## src/rtl/bbs_pkg.sv

```systemverilog
package bbs_pkg;

    localparam int MAX_WIDTH  = 512;
    localparam int MAX_HEIGHT = 512;

    localparam int PIX_W   = 8;
    localparam int DIM_W   = 10;
    localparam int COL_W   = $clog2(MAX_WIDTH);
    localparam int ROW_W   = $clog2(MAX_HEIGHT);
    localparam int CCMP_W  = (COL_W > DIM_W) ? COL_W : DIM_W;
    localparam int RCMP_W  = (ROW_W > DIM_W) ? ROW_W : DIM_W;
    localparam int LINE_W  = 2 * PIX_W;
    localparam int SUM3_W  = PIX_W + 2;

    localparam int FIFO_DEPTH = 4;
    localparam int FIFO_AW    = $clog2(FIFO_DEPTH);

    localparam int CFG_IDX_W = 2;

    localparam logic [DIM_W-1:0] FRAME_WIDTH_RST  = 10'd400;
    localparam logic [DIM_W-1:0] FRAME_HEIGHT_RST = 10'd296;
    localparam logic [DIM_W-1:0] DIM_MIN          = 10'd2;

    // x/3 as (x*683) >> 11, exact for x < 768
    localparam logic [SUM3_W-1:0] RECIP3    = 10'd683;
    localparam int                RECIP3_SH = 11;

    typedef enum logic {
        OP_PIXEL = 1'b0,
        OP_FLUSH = 1'b1
    } t_op;

    typedef enum logic [CFG_IDX_W-1:0] {
        REG_FRAME_WIDTH  = 2'd0,
        REG_FRAME_HEIGHT = 2'd1
    } t_reg_idx;

    typedef struct packed {
        logic [PIX_W-1:0] blurred;
        logic             eol;
        logic             eof;
    } t_result;

    typedef struct packed {
        logic             valid;
        logic             flush;
        logic             emit;
        logic             row_is_second;
        logic             eol;
        logic             eof;
        logic             fwd;
        logic [COL_W-1:0] col;
        logic [PIX_W-1:0] hmean;
    } t_feed;

    function automatic logic [PIX_W-1:0] div3(input logic [SUM3_W-1:0] x);
        logic [2*SUM3_W-1:0] p;
        p = (2*SUM3_W)'(x) * (2*SUM3_W)'(RECIP3);
        return p[RECIP3_SH +: PIX_W];
    endfunction

    function automatic logic [PIX_W-1:0] half2(input logic [PIX_W-1:0] a,
                                               input logic [PIX_W-1:0] b);
        logic [PIX_W:0] s;
        s = {1'b0, a} + {1'b0, b};
        return s[PIX_W:1];
    endfunction

    function automatic logic [SUM3_W-1:0] sum3(input logic [PIX_W-1:0] a,
                                               input logic [PIX_W-1:0] b,
                                               input logic [PIX_W-1:0] c);
        return SUM3_W'(a) + SUM3_W'(b) + SUM3_W'(c);
    endfunction

endpackage

```

## src/rtl/bbs_stream_if.sv

```systemverilog


interface bbs_out_if;
    logic                        valid;
    logic                        ready;
    logic [bbs_pkg::PIX_W-1:0]   blurred;
    logic                        end_of_line;
    logic                        end_of_frame;

    modport source (output valid, output blurred, output end_of_line,
                    output end_of_frame, input ready);
    modport sink   (input valid, input blurred, input end_of_line,
                    input end_of_frame, output ready);
endinterface

```

## src/rtl/bbs_result_fifo.sv

```systemverilog
module bbs_result_fifo (
    input  logic                         i_clk,
    input  logic                         i_rst_n,
    input  logic                         i_push,
    input  bbs_pkg::t_result             i_data,
    output logic [bbs_pkg::FIFO_AW:0]    o_count,
    bbs_out_if.source                    o_res
);

    bbs_pkg::t_result              r_mem [bbs_pkg::FIFO_DEPTH];
    logic [bbs_pkg::FIFO_AW-1:0]   r_wr_ptr;
    logic [bbs_pkg::FIFO_AW-1:0]   r_rd_ptr;
    logic [bbs_pkg::FIFO_AW:0]     r_count;
    logic [bbs_pkg::FIFO_AW:0]     n_count;
    logic                          pop;
    bbs_pkg::t_result              head;

    assign pop  = o_res.valid && o_res.ready;
    assign head = r_mem[r_rd_ptr];

    assign o_res.valid        = (r_count != '0);
    assign o_res.blurred      = head.blurred;
    assign o_res.end_of_line  = head.eol;
    assign o_res.end_of_frame = head.eof;
    assign o_count            = r_count;

    always_comb begin
        n_count = r_count;
        if (i_push && !pop) begin
            n_count = r_count + 1'b1;
        end else if (!i_push && pop) begin
            n_count = r_count - 1'b1;
        end
    end

    always_ff @(posedge i_clk) begin
        if (i_push) begin
            r_mem[r_wr_ptr] <= i_data;
        end
    end

    always_ff @(posedge i_clk) begin
        if (!i_rst_n) begin
            r_wr_ptr <= '0;
            r_rd_ptr <= '0;
            r_count  <= '0;
        end else begin
            if (i_push) begin
                r_wr_ptr <= r_wr_ptr + 1'b1;
            end
            if (pop) begin
                r_rd_ptr <= r_rd_ptr + 1'b1;
            end
            r_count <= n_count;
        end
    end

endmodule

```

## src/flat_wrapper.sv

```systemverilog
// flat-port wrapper written by rule: the top's interface ports become plain ports
module bbs_result_fifo_flat 
  (i_clk, i_rst_n, i_push, i_data, o_count, o_res_valid, o_res_blurred, o_res_end_of_line, o_res_end_of_frame, o_res_ready);
  bbs_out_if o_res_i ();
  input  logic i_clk;
  input  logic i_rst_n;
  input  logic i_push;
  input  bbs_pkg::t_result i_data;
  output logic [bbs_pkg::FIFO_AW:0] o_count;
  output wire logic [$bits(o_res_i.valid)-1:0] o_res_valid;
  output wire logic [$bits(o_res_i.blurred)-1:0] o_res_blurred;
  output wire logic [$bits(o_res_i.end_of_line)-1:0] o_res_end_of_line;
  output wire logic [$bits(o_res_i.end_of_frame)-1:0] o_res_end_of_frame;
  input wire logic [$bits(o_res_i.ready)-1:0] o_res_ready;
  assign o_res_valid = o_res_i.valid;
  assign o_res_blurred = o_res_i.blurred;
  assign o_res_end_of_line = o_res_i.end_of_line;
  assign o_res_end_of_frame = o_res_i.end_of_frame;
  assign o_res_i.ready = o_res_ready;
  bbs_result_fifo u_core (.i_clk(i_clk), .i_rst_n(i_rst_n), .i_push(i_push), .i_data(i_data), .o_count(o_count), .o_res(o_res_i));
endmodule
```

## config.mk

```make
export PLATFORM = sky130hd
export DESIGN_NAME = bbs_result_fifo_flat
export DESIGN_NICKNAME = d
export VERILOG_FILES = /design/src/rtl/bbs_pkg.sv /design/src/rtl/bbs_stream_if.sv /design/src/rtl/bbs_result_fifo.sv /design/src/flat_wrapper.sv
export SDC_FILE = /design/constraint.sdc
export NUM_CORES = 1
export LEC_CHECK = 0
export ABC_CLOCK_PERIOD_IN_PS = 2500
export BUFFER_PORTS_ARGS = -buffer_cell sky130_fd_sc_hd__buf_2
export CAP_MARGIN = 20
export CORE_ASPECT_RATIO = 0.75
export CORE_MARGIN = 4
export CORE_UTILIZATION = 50
export DETAILED_ROUTE_END_ITERATION = 16
export PLACE_DENSITY = 0.71
export SLEW_MARGIN = 30
export SYNTH_ARGS = -nofsm -noshare
export SYNTH_HDL_FRONTEND = slang
export SYNTH_SLANG_ARGS = --single-unit
```

## constraint.sdc

```tcl
create_clock -name i_clk -period 2.5 [get_ports i_clk]
set_input_delay 0.5 -clock i_clk [delete_from_list [all_inputs] [get_ports i_clk]]
set_output_delay 0.5 -clock i_clk [all_outputs]
set_load 0.02 [all_outputs]
```

==> impl_results.md <==
- HP Start: i_data[4]
- Crit Path Max Fanout: 6
- Later-pin clock latency in the skew report: 290 ps
- Largest net degree at the start of global routing: 16
- Hold path cells: 1
- Yosys cell types: 19
- Final wirelength: 2880 µm
- Setup Skew: 4.85 ps
- Core ar.: 3660 µm²
- RR Endpoint: u_core.o_count[2]
- Non-filler cells, final: 180
- Worst VDD drop: 0.568 mV
- CTS Buffer Depth: 2
- Fin. max-slew vios: 0
- Ys Warns: 0
- First-pass GRT wire length: 4460 µm
- Number of port buffers: 27
- Syn nets: 114
- Die ar.: 4880 µm²
- Hold/Removal Path Class: in -> reg
- TritonCTS sink count: 49
- WL met3: 141 µm
- DR pass1 iterations: 4
- Slowest stage cell, crit path: dfxtp_1
- Post-synthesis sequential area ratio: 72.3%
- # Post-CTS Setup Buffers: 0
- Pleak: 0.789 nW
- Root buffer cell: clkbuf_8
- HPWL after detailed placement: 2000 µm
- Number of synthesized register bits: 49
- DR vias/cell: 5.05
- Initial antenna violation count: 0
- DR WL met2: 1400 µm
- Die X: 79.4 µm
- Die height: 61.5 µm
- Setup WS pre-CTS: 430 ps
- Vias: 909
- DR top layer: met4
- Achievable Freq: 449 MHz
- Max_cap viols: 0
- GRT Total Usage: 13.0%
- GR Overflow Total: 0
- Post-cts hold buffer count: 0
- M1 WL: 1310 µm
- Site Rows: 19
- Setup violators final: 0
- Critical Path End Type: primary output
- WP data arrival: 1730 ps
- Worst path cell trace: buf_4, mux4_2, buf_2
- Cell family with most CP delay: flip-flops
- Final Net Count: 147
- CTS tree: built
- DR WL/cell: 16.0 µm
- Pwr Density: 969 nW/µm²
- Status: finished, final reports clean
- Final min period: 2230 ps
- Vias in the first global route: 907
- RR Startpoint: u_core.o_count[0]
- Relative slew margins: 62.3%
- H-tree Lvls: 2
- Layout cells sized above 1: 37.5%
- Critical path data required time: 2000 ps
- Hold Vio Cnt, Final: 0
- Post-synthesis average cell area: 20.3 µm²
- Antenna Cells: 0
- Initial Util: 52.2%
- Drc violations: 0
- Reg2Reg Setup Slack: 430 ps
- Post-cts sizing count: 0
- Crit path largest cell delay: 510 ps
- Unrepaired setup endpoints after global routing: false
- Final Wtd Congestion: 0.739
- Ports: 28
- Inst Count DP: 172
- Mapped Area: 1910 µm²
- Number of routed nets with antenna violations: 0
- TNS Setup: 0 ps
- Slew @ Worst Pin: 565 ps
- CP startpoint kind: flip-flop
- Clock slew at reported path FFs: 90 ps
- 1st-iter DRT viols: 50
- Crit Path Category: reg -> out
- Hold endpoint: u_core.r_mem[1][4]
- Gate Count Post-Synth: 94
- Final Worst Setup Slack: 274 ps
- Period utilization: 89.0%
- Register-to-Register Path Depth: 7
- CTS Buf Count: 5
- Syn-to-layout area delta: 15.9%
- CP bufs+invs: 2
power breakdown:
group          switching, mW  internal, mW  leakage [nW]  total, mW
clock                  0.241         0.297        0.0552      0.538
sequential            0.0892         0.956         0.441       1.05
combinational          0.282         0.278         0.292      0.560
total                  0.612          1.53         0.789       2.14
kinds of logic (layout without fill, tap and decap cells):
group | after synthesis | after routing | synth area share [%]
AO/OA/AOI/OAI | 4 | 4 | 2.62
XOR/XNOR | 5 | 5 | 2.29
adder cells (fa/ha/maj) | 6 | 6 | 4.33
buffers and inverters | 5 | 39 | 1.24
flip-flops | 49 | 49 | 72.3
multiplexers | 12 | 12 | 12.8
AND/OR/NAND/NOR | 13 | 13 | 4.33
routing by layer:
layer	GRT usage (%)	vias up
met5	0	-
met4	5.15	0
met3	4.53	3
met2	20.4	21
met1	17.1	450
li1	-	435
placed cells by master (no fill, tap or decap), drive strengths merged, types with 3 or more instances in the layout:
cell / count
buf: 28
dfxtp: 9
ha: 5
clkbuf: 6
inv: 3
edfxtp: 40
mux4: 10
xnor2: 3
and2: 9
worst reg2reg max path: stages, from the launching register on:
cell and delay, ps:
dfxtp_1 410, o31ai_4 290, ha_1 240, inv_1 60
fa_1 370, xor2_1 160, or3_1 300, a21boi_0 160
synth_stat cells:
cell	n	share of area (%)
xor2_1	2	0.92
buf_4	1	0.39
or3_1	1	0.33
o31ai_4	1	1.1
edfxtp_1	40	63
mux4_2	10	12
o21ai_0	1	0.26
dfxtp_1	9	9.4
o311ai_2	1	0.85
and2_1	9	2.9
nor2b_1	2	0.66
a21boi_0	1	0.39
or3_2	1	0.39
xnor2_1	3	1.4
clkbuf_2	1	0.26
mux2i_1	2	1.0
fa_1	1	1.0
ha_1	5	3.3
inv_1	3	0.59
how the worst max path moves through the flow:
stage	startpoint	end	slack (ps)	cells past startpoint
6_report	flip-flop	o_res_end_of_line	270	3
5_1_grt	flip-flop	o_res_blurred[4]	170	3
4_1_cts	flip-flop	o_res_end_of_line	240	3
3_5_place_dp	o_res_ready	u_core.o_count[2]	430	8
3_3_place_gp	o_res_ready	u_core.o_count[2]	520	8
2_1_floorplan	u_core.o_count[0]	u_core.o_count[2]	510	7
cell type report:
type,instances,area (µm²)
clock buffer,6,72.6
tap,52,65.1
clock inverter,2,35.0
inverter,3,11.3
fill,300,1450
multi-input combinational,40,504
timing repair buffer,28,143
sequential,49,1380
registers in the layout, indices dropped and copies added (netlist names), named ones only:
signal,flops
u_core.r_wr_ptr,2
u_core.r_rd_ptr,2
u_core.o_count,3
u_core.r_mem,40
metrics by stage:
step	power (mW)	hold slack, ps	util (%)	cell area (µm²)
detailed placement	1.63	584	57.5	2100
global route	2.25	401	60.4	2210
CTS	2.17	404	60.4	2210
floorplan	1.47	528	-	1910
finish	2.14	411	60.4	2210
global placement	1.62	544	57.5	2100
Note: power is estimated with default switching activity, not from simulation.
